`config.mk`:
```
export PLATFORM = sky130hd
export DESIGN_NAME = rvh_ram
export DESIGN_NICKNAME = d
export VERILOG_FILES = /design/src/sv/rvh_ram.sv
export SDC_FILE = /design/constraint.sdc
export NUM_CORES = 1
export LEC_CHECK = 0
export ABC_CLOCK_PERIOD_IN_PS = 2300
export BUFFER_PORTS_ARGS = -buffer_cell sky130_fd_sc_hd__buf_2
export CORE_MARGIN = 4
export CORE_UTILIZATION = 56
export DETAILED_ROUTE_END_ITERATION = 7
export PLACE_DENSITY_LB_ADDON = 0.2
export SLEW_MARGIN = 20
export SYNTH_ARGS = -nofsm -noshare
export SYNTH_HDL_FRONTEND = slang
export SYNTH_SLANG_ARGS = --single-unit
```
`constraint.sdc`:
```
create_clock -name clk -period 2.3 [get_ports clk]
set_input_delay 0.345 -clock clk [delete_from_list [all_inputs] [get_ports clk]]
set_output_delay 0.345 -clock clk [all_outputs]
set_load 0.03 [all_outputs]
```
`src/sv/rvh_ram.sv`:
```
// ============================================================================
// rvh_ram
// Generic single-write, single-read RAM with registered read data.
// ============================================================================
module rvh_ram #(
    parameter int WIDTH = 17,
    parameter int DEPTH = 64,
    parameter int AW    = $clog2(DEPTH)
) (
    input  logic             clk,
    input  logic             we,
    input  logic [AW-1:0]    waddr,
    input  logic [WIDTH-1:0] wdata,
    input  logic             re,
    input  logic [AW-1:0]    raddr,
    output logic [WIDTH-1:0] rdata
);

    logic [WIDTH-1:0] mem [DEPTH];
    logic [WIDTH-1:0] rdata_reg;

    always_ff @(posedge clk)
    begin
        if (we)
        begin
            mem[waddr] <= wdata;
        end
        if (re)
        begin
            rdata_reg <= mem[raddr];
        end
    end

    assign rdata = rdata_reg;

endmodule

```
==> impl_metrics.tcl <==
set metrics [dict create \
    cts_buffers 106 \
    p_total_mw 41.3 \
    fin_ws_ns 0.0634 \
    ir_worst_vdd_mv 0.602 \
    vias_per_cell 6.45 \
    status "complete, no violations" \
    antenna_found_initial 4 \
    slew_headroom 0.468 \
    ys_seq_area_frac 0.780 \
    cp-start-kind "flop" \
    wirelength_um 103000 \
    clkTransAtPathRegs_ns 0.06 \
    holdBufCountCts 0 \
    drt_iter0_drc 2743 \
    initial_core_util 0.568 \
    layout.nets 2326 \
    arrival_ns 2.63 \
    hold_slack_ns 0.136 \
    post-place-cells 3155 \
    max_freq_mhz 447 \
    post-route-min-period_ns 2.24 \
    cts_tree "yes" \
    drc 0 \
    synth-edff-count 1105 \
    setup_viol 0 \
    synth_cell_types 37 \
    grt.overflow.total 0 \
    fin_skew_ns 0.0221 \
    synth.top_cells.by_count "1105 x edfxtp_1, 216 x mux4_2, 128 x mux2i_1" \
    hold_viol 0 \
    yosys.area.top_type "edfxtp_1" \
    die_w_um 284 \
    first_pass_iters 6 \
    synth-seq-cells 1105 \
    hold_class "input pin to flop" \
    largest_reg_flops 1088 \
    cts_setup_buffers 0 \
    syn-num-nets 1985 \
    avgSynthCellArea_sq_um 21.8 \
    vias 21600 \
    wire_per_inst_um 30.8 \
    die_area_sq_um 80400 \
    synth_most_common_cell "edfxtp_1" \
    synthArstFlopShare 0 \
    power_density_nw_per_um2 832 \
    clockBufferDepth 3 \
    synth_top_area_frac 0.780 \
    port_buffers 48 \
    synth_area_leaders "edfxtp_1 78%, mux4_2 11%, mux2i_1 3.0%, a22oi_1 1.1%, a221oi_1 0.89%" \
    rsz0062_at_grt "false" \
    yosys_most_used_dff "edfxtp_1" \
    cap_violations 0 \
    grt_max_degree 65 \
    netlist_area_sq_um 42500 \
    worstPathMaxFanout 1 \
    root_buffer "clkbuf_16" \
    syn_inst 1953 \
    gp_congestion 0.870 \
    cts_resized 0 \
    worstSetupPathType "flop to flop" \
    grt_pass1_wl_um 151000 \
    finalCritPeriodShare 0.972 \
    syn_to_final_growth_pct 16.8 \
    setup_tns_ns 0 \
    layout-drive-gt1-share 0.309 \
    die_height_um 284 \
    clock_sinks 1105 \
    grt_pass1_vias 21800 \
    clk_latency_ns 0.67 \
    grtUsageTotal 0.259 \
    rrSetupSlack_ns 0.06 \
    cp-end-kind "flop" \
    p_leak_nw 16.3 \
    htree_levels 3 \
    rows 100 \
    hpwl_um 64500 \
    antenna_left 0 \
    core_sq_um 74800 \
    slew_viol_final 0 \
    required_ns 2.69 \
    yosys_warnings 0 \
    nFillCells 4803 \
    tightest_slew_ns 0.792 \
    dp_slack_ns -0.457 \
    io_pins 49 \
    final_cell_count_no_fill 3348 \
]
## through the flow
step                       util  cell area [sq um]
after floorplan               -              42500
after global placement    0.620              46400
after detailed placement  0.620              46400
after CTS                 0.664              49700
after global routing      0.664              49700
final                     0.664              49700
## report_power, final
part | internal, mW | switching, mW
Combinational | 1.01 | 1.48
Clock | 9.26 | 7.18
Sequential | 22.3 | 0.0738
## logic make-up (layout without fill, tap and decap cells)
logic type,count (synthesis),in the layout,synth area share
DFF,1105,1105,0.780
muxes,356,356,0.148
and+or+nand+nor,213,213,0.0242
AOI/OAI and AO/OA,165,165,0.0308
buffers and inverters,114,537,0.0167
other,0,3,0
## layout by cell type, fill, tap and decap left out, types with 15 or more instances in the layout
master / n
a211oi_1: 23
a221oi_1: 43
a22oi_1: 63
and3_1: 15
buf_12: 67
buf_2: 44
buf_4: 232
clkbuf_1: 27
clkbuf_16: 108
clkinv_1: 25
clkinv_2: 17
edfxtp_1: 1105
mux2i_1: 128
mux4_2: 216
nand2_1: 25
nand3_1: 17
nor2_1: 84
nor2_2: 15
nor2b_1: 24
## layer usage
layer / up-vias / wire (um) / global-route usage
met5: - / 0 / 0
met3: 162 / 10900 / 0.0577
met2: 1100 / 48200 / 0.397
met1: 11400 / 41200 / 0.386
met4: 0 / 2890 / 0.0683
li1: 8940 / - / -
## area by class of cell
cell class,count,area [sq um],area share
Clock buffer,135,2800,0.0564
Clock inverter,55,447,0.00899
Multi-Input combinational cell,734,8670,0.175
Timing Repair Buffer,346,3340,0.0673
Inverter,1,3.75,0.0000756
Antenna cell,3,7.51,0.000151
Sequential cell,1105,33200,0.668
Tap cell,969,1210,0.0244
## worst paths after layout
check                                 start          to  depth (start not counted)
worst max-delay path             mem[23][8]    rdata[8]                          6
worst max register to register   mem[23][8]    rdata[8]                          6
worst min-delay path               wdata[8]  mem[54][8]                          1
worst min register to register  mem[36][15]   rdata[15]                          4
## worst max-delay path, stage by stage (launching register included)
cell and delay (ns):
edfxtp_1 0.37, mux4_2 0.48, mux2i_1 0.32, a22oi_1 0.22, o221ai_1 0.27, buf_4 0.20
a211oi_1 0.09
Power figures use the tool's default switching activity.
