<file path="src/sv/rvh_pkg.sv">
// ============================================================================
// rvh_pkg
// Shared constants and types for the ray value histogram accumulator.
// ============================================================================
package rvh_pkg;

    localparam int BINS_DEFAULT = 64;
    localparam int VAL_W        = 17;
    localparam int FRAC_W       = 16;
    localparam int BIN_SEL_W    = 6;
    localparam int HIT_W        = 7;

    typedef logic [VAL_W-1:0]     q16_t;
    typedef logic [1:0]           opcode_t;
    typedef logic [BIN_SEL_W-1:0] bin_sel_t;
    typedef logic [HIT_W-1:0]     hit_cnt_t;

    localparam opcode_t OP_INTEGRATE = 2'd0;
    localparam opcode_t OP_CLEAR     = 2'd1;
    localparam opcode_t OP_READ      = 2'd2;
    localparam opcode_t OP_RESERVED  = 2'd3;

    localparam q16_t     ONE_Q16     = 17'h10000;
    localparam q16_t     NEAR_EQ_LSB = 17'd6;
    localparam hit_cnt_t HIT_MAX     = 7'd127;

endpackage

</file>
<file path="src/sv/rvh_interp.sv">
// ============================================================================
// rvh_interp
// Depth interpolation unit: two products, a rounding sum and a restoring
// divider that yields one quotient bit per cycle.
// ============================================================================
module rvh_interp #(
    parameter int LW = 24
) (
    input  logic          clk,
    input  logic          rst_n,
    input  logic          start,
    input  rvh_pkg::q16_t ds,
    input  rvh_pkg::q16_t de,
    input  logic [LW-1:0] num,
    input  logic [LW-1:0] den,
    output logic          done,
    output rvh_pkg::q16_t depth
);
    import rvh_pkg::*;

    localparam int PW    = LW + VAL_W;
    localparam int CNT_W = $clog2(VAL_W + 1);

    typedef enum logic [3:0] {
        I_IDLE = 4'b0001,
        I_MUL  = 4'b0010,
        I_SUM  = 4'b0100,
        I_DIV  = 4'b1000
    } istate_t;

    istate_t          state_reg, state_next;
    q16_t             ds_reg, de_reg;
    logic [LW-1:0]    num_reg, den_reg;
    logic [PW-1:0]    p1_reg, p2_reg;
    logic [PW:0]      sum;
    logic [LW-1:0]    rem_reg;
    q16_t             q_reg;
    logic [CNT_W-1:0] cnt_reg;
    logic             done_reg;
    logic [LW:0]      rem_sh;
    logic             q_bit;

    assign sum    = {1'b0, p1_reg} + {1'b0, p2_reg} + (PW+1)'(den_reg >> 1);
    assign rem_sh = {rem_reg, q_reg[VAL_W-1]};
    assign q_bit  = (rem_sh >= {1'b0, den_reg});

    always_comb
    begin
        state_next = state_reg;
        case (state_reg)
            I_IDLE:  if (start) state_next = I_MUL;
            I_MUL:   state_next = I_SUM;
            I_SUM:   state_next = I_DIV;
            I_DIV:   if (cnt_reg == CNT_W'(VAL_W - 1)) state_next = I_IDLE;
            default: state_next = I_IDLE;
        endcase
    end

    always_ff @(posedge clk or negedge rst_n)
    begin
        if (!rst_n)
        begin
            state_reg <= I_IDLE;
            done_reg  <= 1'b0;
            cnt_reg   <= '0;
        end
        else
        begin
            state_reg <= state_next;
            done_reg  <= (state_reg == I_DIV) && (cnt_reg == CNT_W'(VAL_W - 1));
            if (state_reg == I_SUM)
            begin
                cnt_reg <= '0;
            end
            else if (state_reg == I_DIV)
            begin
                cnt_reg <= cnt_reg + 1'b1;
            end
        end
    end

    always_ff @(posedge clk)
    begin
        if (state_reg == I_IDLE && start)
        begin
            ds_reg  <= ds;
            de_reg  <= de;
            num_reg <= num;
            den_reg <= den;
        end
        if (state_reg == I_MUL)
        begin
            p1_reg <= PW'(ds_reg) * PW'(den_reg - num_reg);
            p2_reg <= PW'(de_reg) * PW'(num_reg);
        end
        if (state_reg == I_SUM)
        begin
            rem_reg <= sum[PW-1:VAL_W];
            q_reg   <= sum[VAL_W-1:0];
        end
        else if (state_reg == I_DIV)
        begin
            rem_reg <= q_bit ? LW'(rem_sh - {1'b0, den_reg}) : rem_sh[LW-1:0];
            q_reg   <= {q_reg[VAL_W-2:0], q_bit};
        end
    end

    assign done  = done_reg;
    assign depth = q_reg;

endmodule

</file>
<file path="config.mk">
export PLATFORM = sky130hd
export DESIGN_NAME = rvh_interp
export DESIGN_NICKNAME = d
export VERILOG_FILES = /design/src/sv/rvh_pkg.sv /design/src/sv/rvh_interp.sv
export SDC_FILE = /design/constraint.sdc
export NUM_CORES = 2
export LEC_CHECK = 0
export BUFFER_PORTS_ARGS = -buffer_cell sky130_fd_sc_hd__buf_4
export CAP_MARGIN = 15
export CORE_MARGIN = 4
export CORE_UTILIZATION = 35
export DETAILED_ROUTE_END_ITERATION = 10
export PLACE_DENSITY_LB_ADDON = 0.25
export SLEW_MARGIN = 15
export SYNTH_ARGS = -nofsm -noshare
export SYNTH_HDL_FRONTEND = slang
export SYNTH_SLANG_ARGS = --single-unit
</file>
<file path="constraint.sdc">
create_clock -name clk -period 10.1 [get_ports clk]
set_input_delay 1.515 -clock clk [delete_from_list [all_inputs] [get_ports clk]]
set_output_delay 1.515 -clock clk [all_outputs]
set_load 0.01 [all_outputs]
</file>
==> results.yml <==
run_status:
  status: "complete, no violations"
clocking:
  numCtsBuffers: 30
  clk_path_buf_depth: 3
  tritoncts: "built"
  cts_root_buffer: "clkbuf_16"
  cts_sinks: 215
  htreeDepth: 1
  insertion_delay_ns: 0.62
  cts.clk_slew.worst_paths_ns: 0.06
  post_cts_buffers: 0
synthesis:
  synth_cell_types: 90
  yosys_warnings: 0
  synth_area_leader_cell: "fa_1"
  ys_async_sr_fraction: 0.04651
  synth_area_mm2: 0.04026
  synthTopCellsByArea: "fa_1, edfxtp_1, ha_1"
  synth_ff_type: "edfxtp_1"
  syn_inst: 4237
  synth_seq_area_share: 0.1591
  synth_nets: 5401
  synth-edff-count: 205
  netlist.area_leader.share: 0.3774
  ys_ff_latch: 215
  syn_area_per_cell_um2: 9.503
global_routing:
  grt-ovfl-total: 0
  antenna_found_initial: 8
  track_usage: 0.1806
  grt_first_pass_wirelength_mm: 171.2
  grt_pass1_vias: 30439
  grt_max_degree: 61
cells_and_area:
  drive_gt1_frac: 0.06204
  finalNetCount: 5447
  fillers: 11450
  multi_input_area_mm2: 0.02976
  synthToLayoutAreaGrowth_pct: 9.112
  final-seq-area_mm2: 0.006407
floorplanning:
  start_util: 0.3521
  die-area_mm2: 0.1205
  ios: 103
  design.core.area_mm2: 0.1143
  die_w_um: 347.2
  die_h_um: 347.2
  std_cell_rows: 124
timing:
  fin_worst_skew_ns: 0.03421
  tns_ns: 0
  timing.fmax_mhz: 105.5
  post-route-period-util: 0.9386
  hold_viol_final: 0
  relSlewSlack: 0.2381
  rsz0062_at_grt: "false"
  worstMarginPinSlew_ns: 1.143
  layout_min_cycle_time_ns: 9.480
  drv_slew: 0
  finalSetupViolCount: 0
worst_setup_path:
  critPathTopFamily: "adder cells"
  crit_path_end_kind: "flop"
  arrival_ns: 9.85
  crit_slowest_cell: "a21boi_2"
  path_common_cell: "fa_1"
  path_buf_inv: 4
  critPathMaxStageDelay_ns: 0.56
  crit_path_start_kind: "flop"
  worst-path-max-fanout: 17
  worstSetupPathType: "reg2reg"
  worstPathRequired_ns: 10.47
detailed_routing:
  postRouteAntennaNets: 0
  drcViolationCount: 0
  vias: 28527
  routed_wl_mm: 106.7
  routedWlPerCell_um: 18.34
  viasPerCell: 4.902
  drt-pass1-iter-count: 5
  drt_iter0_drc: 1402
worst_hold_path:
  min_path_type: "reg2reg"
run:
  drv_cap: 0
placed_design:
  gp_congestion: 0.8707
  post-dp-hpwl_mm: 85.48
  port_buffers: 102
## layout make-up
class | instances | area share
inverter | 931 | 0.07955
antenna | 4 | 0.0002278
sequential | 215 | 0.1459
multi-input combinational | 2926 | 0.6775
clock inverter | 18 | 0.005212
clock buffer | 35 | 0.01800
tap | 1512 | 0.04306
timing repair buffer | 179 | 0.03059
## synthesized netlist by cell type (9+ instances only)
| library cell | count |
|---|---|
| xnor2_1 | 98 |
| a21o_1 | 61 |
| o211ai_1 | 12 |
| o21a_1 | 33 |
| a211oi_1 | 16 |
| buf_2 | 9 |
| o21ai_0 | 98 |
| nor4_1 | 10 |
| and2_1 | 298 |
| nand2_1 | 591 |
| dfrtp_1 | 9 |
| a31oi_1 | 15 |
| a21oi_1 | 133 |
| clkbuf_1 | 152 |
| nand2b_1 | 26 |
| nor2b_1 | 48 |
| fa_1 | 759 |
| ha_1 | 320 |
| inv_1 | 931 |
| and3_1 | 14 |
| o21bai_1 | 10 |
| mux2i_1 | 14 |
| nand3b_1 | 11 |
| nor2_1 | 91 |
| nand4_1 | 16 |
| nor3_1 | 21 |
| and3b_1 | 10 |
| nand3_1 | 34 |
| nor3b_1 | 14 |
| xor2_1 | 45 |
| edfxtp_1 | 205 |
## through the flow
step	setup slack [ns]	cell area, µm²	cells	utilization	hold WS (ns)
3_5_place_dp	0.3303	42880	5763	0.3750	0.4929
3_3_place_gp	0.6080	42880	5763	0.3750	0.4907
5_1_grt	0.08206	43920	5816	0.3841	0.5217
2_1_floorplan	0.9043	40260	4237	-	0.4569
6_report	0.6199	43930	5820	0.3842	0.5106
4_1_cts	0.3027	43900	5816	0.3839	0.5016
## cell usage in the layout (no fill, tap or decap), types with 61 or more instances in the layout
cell type and instances:
ha_1 320, nand2_1 590, xnor2_1 98, a21oi_1 133, buf_4 179, edfxtp_1 205, inv_1 930, o21ai_0 98
a21o_1 61, and2_1 298, nor2_1 90, fa_1 759
## path summary, 6_finish.rpt
| kind | from | endpoint | slack [ns] | depth (start not counted) |
|---|---|---|---|---|
| worst max-delay path | num_reg[0] | p1_reg[40] | 0.62 | 33 |
| worst min-delay path | cnt_reg[4] | cnt_reg[4] | 0.51 | 1 |
| worst max register to register | num_reg[0] | p1_reg[40] | 0.62 | 33 |
| max in group asynchronous | rst_n | state_reg[0] | 9.16 | 1 |
| min in group asynchronous | rst_n | cnt_reg[4] | 0.72 | 1 |
| worst min register to register | cnt_reg[4] | cnt_reg[4] | 0.51 | 1 |
## per-layer routing
layer	global-route usage	vias up	part of all wire
li1	-	13173	-
met1	0.2293	14623	0.42
met2	0.3196	572	0.50
met3	0.01954	155	0.041
met4	0.06266	4	0.039
met5	0	-	0.00019
## what timing repair did
action                     4_1_cts  5_1_grt
hold buffers                     0        0
setup endpoints to repair        0        2
resized for setup                0        3
## worst register-to-register path, delay by kind of cell, from the launching register on
family | cells | cell delay (ns)
flops | 1 | 0.41
fa+ha+maj | 9 | 4.02
xor+xnor | 1 | 0.13
simple gates | 5 | 1.26
buf+inv | 4 | 0.20
compound gates | 14 | 3.24
## cells by family (layout without fill, tap and decap cells)
family                     after synthesis  count (layout)  share of synthesized area
AOI/OAI and AO/OA                      472             472                    0.07819
xor gates and xnor gates               144             144                    0.03151
adders and majority gates             1079            1079                     0.4768
buffers and inverters                 1096            1163                     0.1026
DFF                                    215             215                     0.1591
muxes                                   17              17                   0.004319
other                                    0               4                          0
and+or+nand+nor                       1214            1214                     0.1474
Power is left out: the tool's default activity adds up to more than one toggle a clock period on the data nets, which glitch-free logic cannot reach.
